### src/rtl/rmbp_pkg.sv
// Package for the multi-bulk request parser: widths, character codes,
// parser phase, result kinds, error codes and the structs passed between modules.
// No dependencies.
`timescale 1ns / 1ps

package rmbp_pkg;

  localparam int REG_W = 31;
  localparam int NUMBER_WIDTH_DEF = 31;
  localparam int CFG_INDEX_W = 1;
  localparam int TDATA_OUT_W = 48;

  localparam logic [7:0] CH_STAR   = 8'h2A;
  localparam logic [7:0] CH_DOLLAR = 8'h24;
  localparam logic [7:0] CH_CR     = 8'h0D;
  localparam logic [7:0] CH_LF     = 8'h0A;
  localparam logic [7:0] CH_MINUS  = 8'h2D;
  localparam logic [7:0] CH_ZERO   = 8'h30;
  localparam logic [7:0] CH_NINE   = 8'h39;

  typedef enum logic [CFG_INDEX_W-1:0] {
    CFG_MAX_ARG_COUNT  = 1'b0,
    CFG_MAX_ARG_LENGTH = 1'b1
  } cfg_reg_t;

  typedef enum logic [2:0] {
    PH_IDLE    = 3'd0,
    PH_DISCARD = 3'd1,
    PH_COUNT   = 3'd2,
    PH_DOLLAR  = 3'd3,
    PH_LEN     = 3'd4,
    PH_DATA    = 3'd5,
    PH_CR      = 3'd6,
    PH_LF      = 3'd7
  } phase_t;

  typedef enum logic [1:0] {
    KIND_DATA      = 2'd0,
    KIND_ARG_DONE  = 2'd1,
    KIND_EMPTY_CMD = 2'd2,
    KIND_ERROR     = 2'd3
  } kind_t;

  typedef enum logic [2:0] {
    ERR_BAD_START   = 3'd0,
    ERR_BAD_COUNT   = 3'd1,
    ERR_NO_DOLLAR   = 3'd2,
    ERR_BAD_LENGTH  = 3'd3,
    ERR_NO_CRLF     = 3'd4
  } err_t;

  // code field value on results that are not errors
  localparam logic [2:0] ERR_NONE = 3'd0;

  typedef struct packed {
    logic       clear;
    logic       feed;
    logic [7:0] byte_in;
  } num_ctl_t;

  typedef struct packed {
    logic       valid;
    kind_t      kind;
    logic [7:0] data_byte;
    logic [REG_W-1:0] arg_index;
    logic       done;
    err_t       code;
  } result_t;

endpackage

### src/rtl/rmbp_number.sv
// Decimal number accumulator for the count and length lines.
// Tracks sign, digits, overflow, trailing text and CR LF detection.
// Depends on rmbp_pkg.
`timescale 1ns / 1ps

module rmbp_number import rmbp_pkg::*; #(
  parameter int NUMBER_WIDTH = NUMBER_WIDTH_DEF
) (
  input  logic                    clk,
  input  logic                    rst,
  input  num_ctl_t                ctl,
  input  logic [REG_W-1:0]        limit,
  output logic                    line_end,
  output logic                    num_ok,
  output logic                    num_zero,
  output logic [NUMBER_WIDTH-1:0] value
);

  localparam int PW = NUMBER_WIDTH + 4;

  logic overflow, negative, digits_seen, trailing, pending_cr;
  logic [NUMBER_WIDTH-1:0] value_next;
  logic overflow_next, negative_next, digits_next, trailing_next, pending_next;
  logic trail_eff, is_digit;
  logic [PW-1:0] ext, prod;

  assign line_end = pending_cr && (ctl.byte_in == CH_LF);
  assign num_zero = (value == '0);
  assign num_ok   = digits_seen && !overflow && !(negative && !num_zero)
                    && (REG_W'(value) <= limit);

  assign is_digit = (ctl.byte_in >= CH_ZERO) && (ctl.byte_in <= CH_NINE);
  assign ext      = PW'(value);
  assign prod     = (ext << 3) + (ext << 1) + PW'(ctl.byte_in[3:0]);

  always_comb begin
    value_next    = value;
    overflow_next = overflow;
    negative_next = negative;
    digits_next   = digits_seen;
    trailing_next = trailing;
    pending_next  = pending_cr;
    trail_eff     = trailing || pending_cr;
    if (ctl.clear) begin
      value_next    = '0;
      overflow_next = 1'b0;
      negative_next = 1'b0;
      digits_next   = 1'b0;
      trailing_next = 1'b0;
      pending_next  = 1'b0;
    end else if (ctl.feed && !line_end) begin
      // a lone CR counts as text
      trailing_next = trail_eff;
      pending_next  = 1'b0;
      if (ctl.byte_in == CH_CR) begin
        pending_next = 1'b1;
      end else if (!trail_eff) begin
        if (is_digit) begin
          digits_next = 1'b1;
          if (|prod[PW-1:NUMBER_WIDTH]) begin
            overflow_next = 1'b1;
            value_next    = '1;
          end else begin
            value_next = prod[NUMBER_WIDTH-1:0];
          end
        end else if (ctl.byte_in == CH_MINUS && !digits_seen && !negative) begin
          negative_next = 1'b1;
        end else begin
          trailing_next = 1'b1;
        end
      end
    end else if (ctl.feed) begin
      pending_next = 1'b0;
    end
  end

  always_ff @(posedge clk) begin
    if (rst) begin
      value       <= '0;
      overflow    <= 1'b0;
      negative    <= 1'b0;
      digits_seen <= 1'b0;
      trailing    <= 1'b0;
      pending_cr  <= 1'b0;
    end else begin
      value       <= value_next;
      overflow    <= overflow_next;
      negative    <= negative_next;
      digits_seen <= digits_next;
      trailing    <= trailing_next;
      pending_cr  <= pending_next;
    end
  end

endmodule

### src/rtl/rmbp_ctrl.sv
// Parser sequencer: phase, argument and byte counters, result formation.
// Depends on rmbp_pkg; drives rmbp_number through num_ctl_t.
`timescale 1ns / 1ps

module rmbp_ctrl import rmbp_pkg::*; #(
  parameter int NUMBER_WIDTH = NUMBER_WIDTH_DEF
) (
  input  logic                    clk,
  input  logic                    rst,
  input  logic                    step,
  input  logic [7:0]              byte_in,
  input  logic [REG_W-1:0]        max_arg_count,
  input  logic [REG_W-1:0]        max_arg_length,
  input  logic                    line_end,
  input  logic                    num_ok,
  input  logic                    num_zero,
  input  logic [NUMBER_WIDTH-1:0] value,
  output num_ctl_t                num_ctl,
  output logic [REG_W-1:0]        limit,
  output result_t                 result
);

  phase_t phase, phase_next;
  logic [NUMBER_WIDTH-1:0] args_left, args_left_next;
  logic [NUMBER_WIDTH-1:0] bytes_left, bytes_left_next;
  logic [NUMBER_WIDTH-1:0] current_arg, current_arg_next;
  logic [NUMBER_WIDTH-1:0] bytes_dec;
  logic last_arg;

  assign limit     = (phase == PH_COUNT) ? max_arg_count : max_arg_length;
  assign bytes_dec = bytes_left - NUMBER_WIDTH'(1);
  assign last_arg  = (args_left <= NUMBER_WIDTH'(1));

  always_comb begin
    phase_next       = phase;
    args_left_next   = args_left;
    bytes_left_next  = bytes_left;
    current_arg_next = current_arg;
    num_ctl.clear    = 1'b0;
    num_ctl.feed     = 1'b0;
    num_ctl.byte_in  = byte_in;
    result           = '0;
    result.arg_index = REG_W'(current_arg);
    case (phase)
      PH_IDLE, PH_DISCARD: begin
        if (byte_in == CH_STAR) begin
          num_ctl.clear = step;
          phase_next    = PH_COUNT;
        end else if (phase == PH_IDLE) begin
          phase_next       = PH_DISCARD;
          result.valid     = step;
          result.kind      = KIND_ERROR;
          result.code      = ERR_BAD_START;
          result.arg_index = '0;
        end
      end
      PH_COUNT: begin
        num_ctl.feed = step;
        if (line_end) begin
          if (!num_ok) begin
            phase_next       = PH_DISCARD;
            result.valid     = step;
            result.kind      = KIND_ERROR;
            result.code      = ERR_BAD_COUNT;
            result.arg_index = '0;
          end else if (num_zero) begin
            phase_next       = PH_IDLE;
            result.valid     = step;
            result.kind      = KIND_EMPTY_CMD;
            result.done      = 1'b1;
            result.arg_index = '0;
          end else begin
            args_left_next   = value;
            current_arg_next = '0;
            phase_next       = PH_DOLLAR;
          end
        end
      end
      PH_DOLLAR: begin
        if (byte_in != CH_DOLLAR) begin
          phase_next   = PH_DISCARD;
          result.valid = step;
          result.kind  = KIND_ERROR;
          result.code  = ERR_NO_DOLLAR;
        end else begin
          num_ctl.clear = step;
          phase_next    = PH_LEN;
        end
      end
      PH_LEN: begin
        num_ctl.feed = step;
        if (line_end) begin
          if (!num_ok) begin
            phase_next   = PH_DISCARD;
            result.valid = step;
            result.kind  = KIND_ERROR;
            result.code  = ERR_BAD_LENGTH;
          end else begin
            bytes_left_next = value;
            phase_next      = num_zero ? PH_CR : PH_DATA;
          end
        end
      end
      PH_DATA: begin
        bytes_left_next  = bytes_dec;
        if (bytes_dec == '0) begin
          phase_next = PH_CR;
        end
        result.valid     = step;
        result.kind      = KIND_DATA;
        result.data_byte = byte_in;
      end
      PH_CR: begin
        if (byte_in != CH_CR) begin
          phase_next   = PH_DISCARD;
          result.valid = step;
          result.kind  = KIND_ERROR;
          result.code  = ERR_NO_CRLF;
        end else begin
          phase_next = PH_LF;
        end
      end
      PH_LF: begin
        if (byte_in != CH_LF) begin
          phase_next   = PH_DISCARD;
          result.valid = step;
          result.kind  = KIND_ERROR;
          result.code  = ERR_NO_CRLF;
        end else begin
          args_left_next   = last_arg ? '0 : args_left - NUMBER_WIDTH'(1);
          current_arg_next = current_arg + NUMBER_WIDTH'(1);
          phase_next       = last_arg ? PH_IDLE : PH_DOLLAR;
          result.valid     = step;
          result.kind      = KIND_ARG_DONE;
          result.done      = last_arg;
        end
      end
      default: begin
        phase_next = PH_IDLE;
      end
    endcase
  end

  always_ff @(posedge clk) begin
    if (rst) begin
      phase       <= PH_IDLE;
      args_left   <= '0;
      bytes_left  <= '0;
      current_arg <= '0;
    end else if (step) begin
      phase       <= phase_next;
      args_left   <= args_left_next;
      bytes_left  <= bytes_left_next;
      current_arg <= current_arg_next;
    end
  end

endmodule

### src/rtl/rmbp_out_reg.sv
// Output register for the result stream; holds one result while the
// receiver stalls and reloads in the same cycle it is taken.
// Depends on rmbp_pkg.
`timescale 1ns / 1ps

module rmbp_out_reg import rmbp_pkg::*; (
  input  logic    clk,
  input  logic    rst,
  input  result_t din,
  output logic    space,
  output logic    valid,
  input  logic    take,
  output result_t dout
);

  assign space = !valid || take;

  always_ff @(posedge clk) begin
    if (rst) begin
      valid <= 1'b0;
    end else if (space) begin
      valid <= din.valid;
    end
  end

  always_ff @(posedge clk) begin
    if (space && din.valid) begin
      dout <= din;
    end
  end

endmodule

### src/rtl/resp_multibulk_request_parser_top.sv
// Multi-bulk request parser: s_axis byte input, m_axis result output,
// configuration write channel with the two limit registers.
// Depends on rmbp_pkg, rmbp_number, rmbp_ctrl, rmbp_out_reg.
`timescale 1ns / 1ps

// Usage:
//   s_axis carries one request byte per transaction in s_axis_tdata.
//   m_axis carries zero or one result per input byte: data byte, argument
//   complete, empty command complete or error. tuser holds the kind, tlast
//   marks the result that completes the command.
//   cfg writes max_arg_count (index 0) or max_arg_length (index 1); cfg_ready
//   is always high. Write only while the parser is idle.
// Output: a result is registered and appears on m_axis in the cycle after its input byte is taken.
// Throughput: one byte per cycle while the output register has space; the parser state and the output register
//   update in the same cycle the byte is taken.
// Reset: rst clears the phase and counters, both limits go to 2^31-1 and
//   m_axis_tvalid drops. The parser waits for a '*'.
// Stall: while a result waits on m_axis, s_axis_tready follows m_axis_tready,
//   so a byte is still taken in the cycle the waiting result leaves.
module resp_multibulk_request_parser_top import rmbp_pkg::*; #(
  parameter int NUMBER_WIDTH = NUMBER_WIDTH_DEF
) (
  input  logic                   clk,
  input  logic                   rst,
  input  logic                   s_axis_tvalid,
  output logic                   s_axis_tready,
  input  logic [7:0]             s_axis_tdata,   // [7:0] in_byte
  output logic                   m_axis_tvalid,
  input  logic                   m_axis_tready,
  // [7:0] out_byte, [38:8] arg_index, [41:39] error_code, [47:42] zero
  output logic [TDATA_OUT_W-1:0] m_axis_tdata,
  output logic [1:0]             m_axis_tuser,   // [1:0] out_kind
  output logic                   m_axis_tlast,   // command_done
  input  logic                   cfg_valid,
  output logic                   cfg_ready,
  input  logic [CFG_INDEX_W-1:0] cfg_index,
  input  logic [REG_W-1:0]       cfg_data
);

  logic [REG_W-1:0] max_arg_count, max_arg_length, limit;
  logic step, space, line_end, num_ok, num_zero;
  logic [NUMBER_WIDTH-1:0] value;
  num_ctl_t num_ctl;
  result_t  res, res_q;

  assign cfg_ready     = 1'b1;
  assign s_axis_tready = space;
  assign step          = s_axis_tvalid && space;

  always_ff @(posedge clk) begin
    if (rst) begin
      max_arg_count  <= '1;
      max_arg_length <= '1;
    end else if (cfg_valid) begin
      case (cfg_reg_t'(cfg_index))
        CFG_MAX_ARG_COUNT:  max_arg_count  <= cfg_data;
        CFG_MAX_ARG_LENGTH: max_arg_length <= cfg_data;
        default: ;
      endcase
    end
  end

  rmbp_number #(.NUMBER_WIDTH(NUMBER_WIDTH)) u_number (
    .clk      (clk),
    .rst      (rst),
    .ctl      (num_ctl),
    .limit    (limit),
    .line_end (line_end),
    .num_ok   (num_ok),
    .num_zero (num_zero),
    .value    (value)
  );

  rmbp_ctrl #(.NUMBER_WIDTH(NUMBER_WIDTH)) u_ctrl (
    .clk            (clk),
    .rst            (rst),
    .step           (step),
    .byte_in        (s_axis_tdata),
    .max_arg_count  (max_arg_count),
    .max_arg_length (max_arg_length),
    .line_end       (line_end),
    .num_ok         (num_ok),
    .num_zero       (num_zero),
    .value          (value),
    .num_ctl        (num_ctl),
    .limit          (limit),
    .result         (res)
  );

  rmbp_out_reg u_out (
    .clk   (clk),
    .rst   (rst),
    .din   (res),
    .space (space),
    .valid (m_axis_tvalid),
    .take  (m_axis_tready),
    .dout  (res_q)
  );

  assign m_axis_tdata = TDATA_OUT_W'({res_q.code, res_q.arg_index, res_q.data_byte});
  assign m_axis_tuser = res_q.kind;
  assign m_axis_tlast = res_q.done;

endmodule

### config.mk
export PLATFORM = sky130hd
export DESIGN_NAME = resp_multibulk_request_parser_top
export DESIGN_NICKNAME = d
export VERILOG_FILES = /design/src/rtl/rmbp_pkg.sv /design/src/rtl/rmbp_number.sv /design/src/rtl/rmbp_ctrl.sv /design/src/rtl/rmbp_out_reg.sv /design/src/rtl/resp_multibulk_request_parser_top.sv
export SDC_FILE = /design/constraint.sdc
export NUM_CORES = 1
export LEC_CHECK = 0
export ABC_AREA = 1
export BUFFER_PORTS_ARGS = -buffer_cell sky130_fd_sc_hd__buf_4
export CAP_MARGIN = 15
export CORE_MARGIN = 2
export CORE_UTILIZATION = 50
export CTS_CLUSTER_DIAMETER = 40
export DETAILED_ROUTE_END_ITERATION = 12
export PLACE_DENSITY = 0.68
export SYNTH_ARGS = -nofsm -noshare
export SYNTH_HDL_FRONTEND = slang
export SYNTH_SLANG_ARGS = --single-unit
### constraint.sdc
create_clock -name clk -period 5.1 [get_ports clk]
set_clock_uncertainty 0.1 [all_clocks]
set_input_delay 1.02 -clock clk [delete_from_list [all_inputs] [get_ports clk]]
set_output_delay 1.02 -clock clk [all_outputs]
set_load 0.01 [all_outputs]
==> metrics.txt <==
# TYPE chip_impl_metric gauge
chip_impl_metric{name="yosysWarningCount",unit=""} 0
chip_impl_info{name="setup.worst_path.start_class",value="register"} 1
chip_impl_metric{name="floorplan.die.height",unit="um"} 181
chip_impl_metric{name="io_pins",unit=""} 99
chip_impl_metric{name="synthMuxAreaShare",unit=""} 0.0185
chip_impl_metric{name="grt_start_max_net_pins",unit=""} 106
chip_impl_metric{name="seq_power_share",unit=""} 0.282
chip_impl_metric{name="power.net_switching",unit="W"} 0.00334
chip_impl_info{name="post-synth-top-area-cell",value="sky130_fd_sc_hd__dfxtp_1"} 1
chip_impl_metric{name="clk_latency",unit="ns"} 0.52
chip_impl_metric{name="cts.sink_count",unit=""} 240
chip_impl_metric{name="hold_buffers",unit=""} 0
chip_impl_metric{name="starting_density",unit=""} 0.510
chip_impl_metric{name="post_drt_wl_per_cell",unit="um"} 16.4
chip_impl_metric{name="max_capacitance_violation_total",unit=""} 0
chip_impl_metric{name="final-max-slew-violation-count",unit=""} 0
chip_impl_info{name="cts_root_buf",value="sky130_fd_sc_hd__clkbuf_16"} 1
chip_impl_metric{name="netlist.area_leader.share",unit=""} 0.249
chip_impl_metric{name="dp.final_hpwl",unit="um"} 33800
chip_impl_metric{name="post_cts.resized_instances",unit=""} 0
chip_impl_metric{name="min_path_cells",unit=""} 2
chip_impl_metric{name="timing.slew.headroom",unit=""} 0.252
chip_impl_metric{name="netlist-cell-type-count",unit=""} 52
chip_impl_metric{name="post_synth_inst_count",unit=""} 2331
chip_impl_info{name="cp-end-kind",value="register"} 1
chip_impl_metric{name="dr.pass1.iters",unit=""} 5
chip_impl_info{name="synth.area.top_cells",value="sky130_fd_sc_hd__dfxtp_1 25%, sky130_fd_sc_hd__nand2_1 14%, sky130_fd_sc_hd__edfxtp_1 8.6%"} 1
chip_impl_metric{name="synth_area",unit="um^2"} 15700
chip_impl_metric{name="synth-seq-cells",unit=""} 240
chip_impl_metric{name="netSwitchingFraction",unit=""} 0.384
chip_impl_metric{name="synth_area_per_cell",unit="um^2"} 6.73
chip_impl_info{name="grt_setup_unrepaired",value="false"} 1
chip_impl_metric{name="route.antenna.remaining_nets",unit=""} 0
chip_impl_metric{name="port_buffers",unit=""} 91
chip_impl_metric{name="power.internal",unit="W"} 0.00535
chip_impl_metric{name="antenna_found_initial",unit=""} 3
chip_impl_metric{name="placeableCoreArea",unit="um^2"} 30700
chip_impl_metric{name="nNetsFinal",unit=""} 2552
chip_impl_metric{name="seq_area_frac_synth",unit=""} 0.335
chip_impl_metric{name="power.combinational.fraction",unit=""} 0.379
chip_impl_metric{name="synth_xor_xnor_area_share",unit=""} 0.0363
chip_impl_metric{name="floorplan.rows",unit=""} 64
chip_impl_metric{name="grtUsageTotal",unit=""} 0.281
chip_impl_info{name="largest_family_of_logic_cells_by_synthesized_area",value="simple AND/OR/NAND/NOR gates"} 1
chip_impl_metric{name="drc_errors",unit=""} 0
chip_impl_metric{name="final_cell_area",unit="um^2"} 18200
chip_impl_info{name="top_library_cells_by_usage_in_the_layout_fill_and_taps_aside",value="582 x sky130_fd_sc_hd__nand2_1, 336 x sky130_fd_sc_hd__nor2_1, 235 x sky130_fd_sc_hd__inv_1"} 1
chip_impl_metric{name="htree_levels",unit=""} 2
chip_impl_metric{name="detail_route.wirelength",unit="um"} 46400
chip_impl_metric{name="worst-endpoint-arrival",unit="ns"} 4.53
chip_impl_metric{name="via_total_after_detailed_routing",unit=""} 15567
chip_impl_metric{name="area_enclosed_by_the_die_boundary",unit="um^2"} 32800
chip_impl_info{name="status",value="complete, no violations"} 1
chip_impl_metric{name="holdWs",unit="ns"} 0.354
chip_impl_info{name="cts_tree",value="built"} 1
chip_impl_metric{name="finalSetupViolations",unit=""} 0
chip_impl_info{name="hold_path_class",value="reg -> reg"} 1
chip_impl_metric{name="power.density_cell_area",unit="nW/um^2"} 479
chip_impl_metric{name="final.period_utilization",unit=""} 0.865
chip_impl_metric{name="rr_worst_depth",unit=""} 19
chip_impl_metric{name="yosys.area_share.simple",unit=""} 0.329
chip_impl_metric{name="final.setup.worst_slack",unit="ns"} 0.687
chip_impl_metric{name="worst_setup_hold_path_clk_slew",unit="ns"} 0.05
chip_impl_metric{name="global_route_wire_length_before_repair",unit="um"} 75200
chip_impl_metric{name="placed_cell_area",unit="um^2"} 16600
chip_impl_metric{name="share_of_final_layout_standard_cells_stronger_than_drive_strength_1",unit=""} 0.0913
chip_impl_metric{name="syn_to_final_growth",unit="%"} 15.9
chip_impl_metric{name="critPathMaxFanout",unit=""} 35
chip_impl_metric{name="grt_pass1_vias",unit=""} 14653
chip_impl_metric{name="worst_pin_slew",unit="ns"} 1.12
chip_impl_metric{name="report.power.total",unit="W"} 0.00870
chip_impl_metric{name="overflow",unit=""} 0
chip_impl_metric{name="share_clk_of_total_power",unit=""} 0.339
chip_impl_info{name="most_common_cell_after_layout_fill_and_taps_aside",value="sky130_fd_sc_hd__nand2_1"} 1
chip_impl_metric{name="period_needed",unit="ns"} 4.41
chip_impl_metric{name="cts_post_setup_buffers_inserted",unit=""} 0
chip_impl_metric{name="drt_iter0_drc",unit=""} 1273
chip_impl_metric{name="leakage",unit="nW"} 8.66
chip_impl_metric{name="cts-buffers-inserted",unit=""} 42
chip_impl_metric{name="finalWeightedCongestion",unit=""} 0.961
chip_impl_metric{name="synth_compound_area_frac",unit=""} 0.116
chip_impl_info{name="worst-setup-path-type",value="reg -> reg"} 1
chip_impl_metric{name="finalSetupTns",unit="ns"} 0
chip_impl_metric{name="die-width",unit="um"} 181
chip_impl_metric{name="cts_buffer_depth",unit=""} 3
chip_impl_metric{name="drt-vias-per-instance",unit=""} 5.48
chip_impl_metric{name="hold_viol_final",unit=""} 0
chip_impl_metric{name="synth-adder-area-share",unit=""} 0.0800
chip_impl_metric{name="irDropWorstVdd",unit="uV"} 243
chip_impl_metric{name="post-place-ws",unit="ns"} 0.757
chip_impl_metric{name="fmax",unit="MHz"} 227
chip_impl_metric{name="required",unit="ns"} 5.22
## sequential cells by signal (all words and copies together), names as in the netlist, 3 cells and up
signal and cells:
u_ctrl.args_left 31, max_arg_length 31, u_number.value 31, u_out.dout 45, max_arg_count 31, u_ctrl.bytes_left 31, u_ctrl.current_arg 31, u_ctrl.phase 3
## worst max-delay path, stage by stage, from the launching register on
cell                       delay, ns
sky130_fd_sc_hd__dfxtp_1        0.43
sky130_fd_sc_hd__inv_2          0.06
sky130_fd_sc_hd__nor2_2         0.15
sky130_fd_sc_hd__nand2_4        0.36
sky130_fd_sc_hd__mux2i_1        0.24
sky130_fd_sc_hd__ha_1           0.33
sky130_fd_sc_hd__nand2_1        0.07
sky130_fd_sc_hd__nor2_1         0.15
sky130_fd_sc_hd__nand4_1        0.13
sky130_fd_sc_hd__nor2_1         0.22
sky130_fd_sc_hd__nand3b_1       0.10
sky130_fd_sc_hd__nand2_1        0.22
sky130_fd_sc_hd__nand2_2        0.15
sky130_fd_sc_hd__inv_2          0.12
sky130_fd_sc_hd__nand2_1        0.08
sky130_fd_sc_hd__nand2_1        0.09
sky130_fd_sc_hd__nand3_1        0.08
sky130_fd_sc_hd__nand2_1        0.09
sky130_fd_sc_hd__clkinv_1       0.41
sky130_fd_sc_hd__buf_4          0.44
## area by class of cell
type                            instances  area, um^2
Clock buffer                           53        1200
Multi-Input combinational cell       1764        9130
Timing Repair Buffer                  109         838
Fill cell                            2946       12600
Inverter                              251         947
Clock inverter                         25         304
Sequential cell                       240        5260
Tap cell                              396         495
Antenna cell                            1        2.50
## metal layers
layer  vias up  share of wire  wire [um]  global-route usage
met4         2          0.035       1610              0.0985
met3        97          0.067       3110              0.0431
met5         -        0.00026         12                   0
met2       503           0.45      20900               0.468
li1       7836              -          -                   -
met1      7129           0.45      20800               0.372
## power groups by stage
stage	Clock [W]	Sequential, W	Combinational, W
5_1_grt	0.00309	0.00249	0.00367
4_1_cts	0.00298	0.00245	0.00328
6_report	0.00295	0.00245	0.00329
3_3_place_gp	0	0.00248	0.00322
2_1_floorplan	0	0.00254	0.00229
3_5_place_dp	0	0.00249	0.00326
## worst paths after layout
check                           startpoint                            end  slack, ns
min          max_arg_count[3]$_SDFFE_PP1P_  max_arg_count[3]$_SDFFE_PP1P_       0.35
min reg2reg  max_arg_count[3]$_SDFFE_PP1P_  max_arg_count[3]$_SDFFE_PP1P_       0.35
max reg2reg   u_ctrl.phase[1]$_SDFFE_PP0P_        u_out.dout[8]$_DFFE_PP_       0.69
max           u_ctrl.phase[1]$_SDFFE_PP0P_        u_out.dout[8]$_DFFE_PP_       0.69
## logic make-up (layout without fill, tap and decap cells)
kind of cell	count (synthesis)	count (layout)
AOI/OAI and AO/OA	343	343
other	2	8
and+or+nand+nor	1221	1221
xor gates and xnor gates	65	65
adders and majority gates	99	99
muxes	29	29
DFF	240	240
buffers and inverters	332	438
## synth_stat cells (all sizes together)
master	count
inv	248
nand3b	8
o21a	3
a21oi	135
nand3	154
clkinv	3
buf	27
nor3	34
a31oi	19
a211oi	1
fa	2
nand4	68
edfxtp	45
or3	1
ha	97
a32o	1
xor2	45
dfxtp	195
o21bai	5
and3	1
mux2i	29
o21ai	166
conb	2
nor4	19
clkbuf	54
o22ai	2
a21boi	3
a21o	5
o31ai	2
o211ai	1
nor2	345
or2	3
nor3b	1
xnor2	20
nand2	587
## per-stage QoR
stage | utilization | cells
2_1_floorplan | - | 2336
3_3_place_gp | 0.541 | 2759
3_5_place_dp | 0.541 | 2759
4_1_cts | 0.590 | 2837
5_1_grt | 0.591 | 2838
6_report | 0.591 | 2839
(Power assumes the default switching activity.)
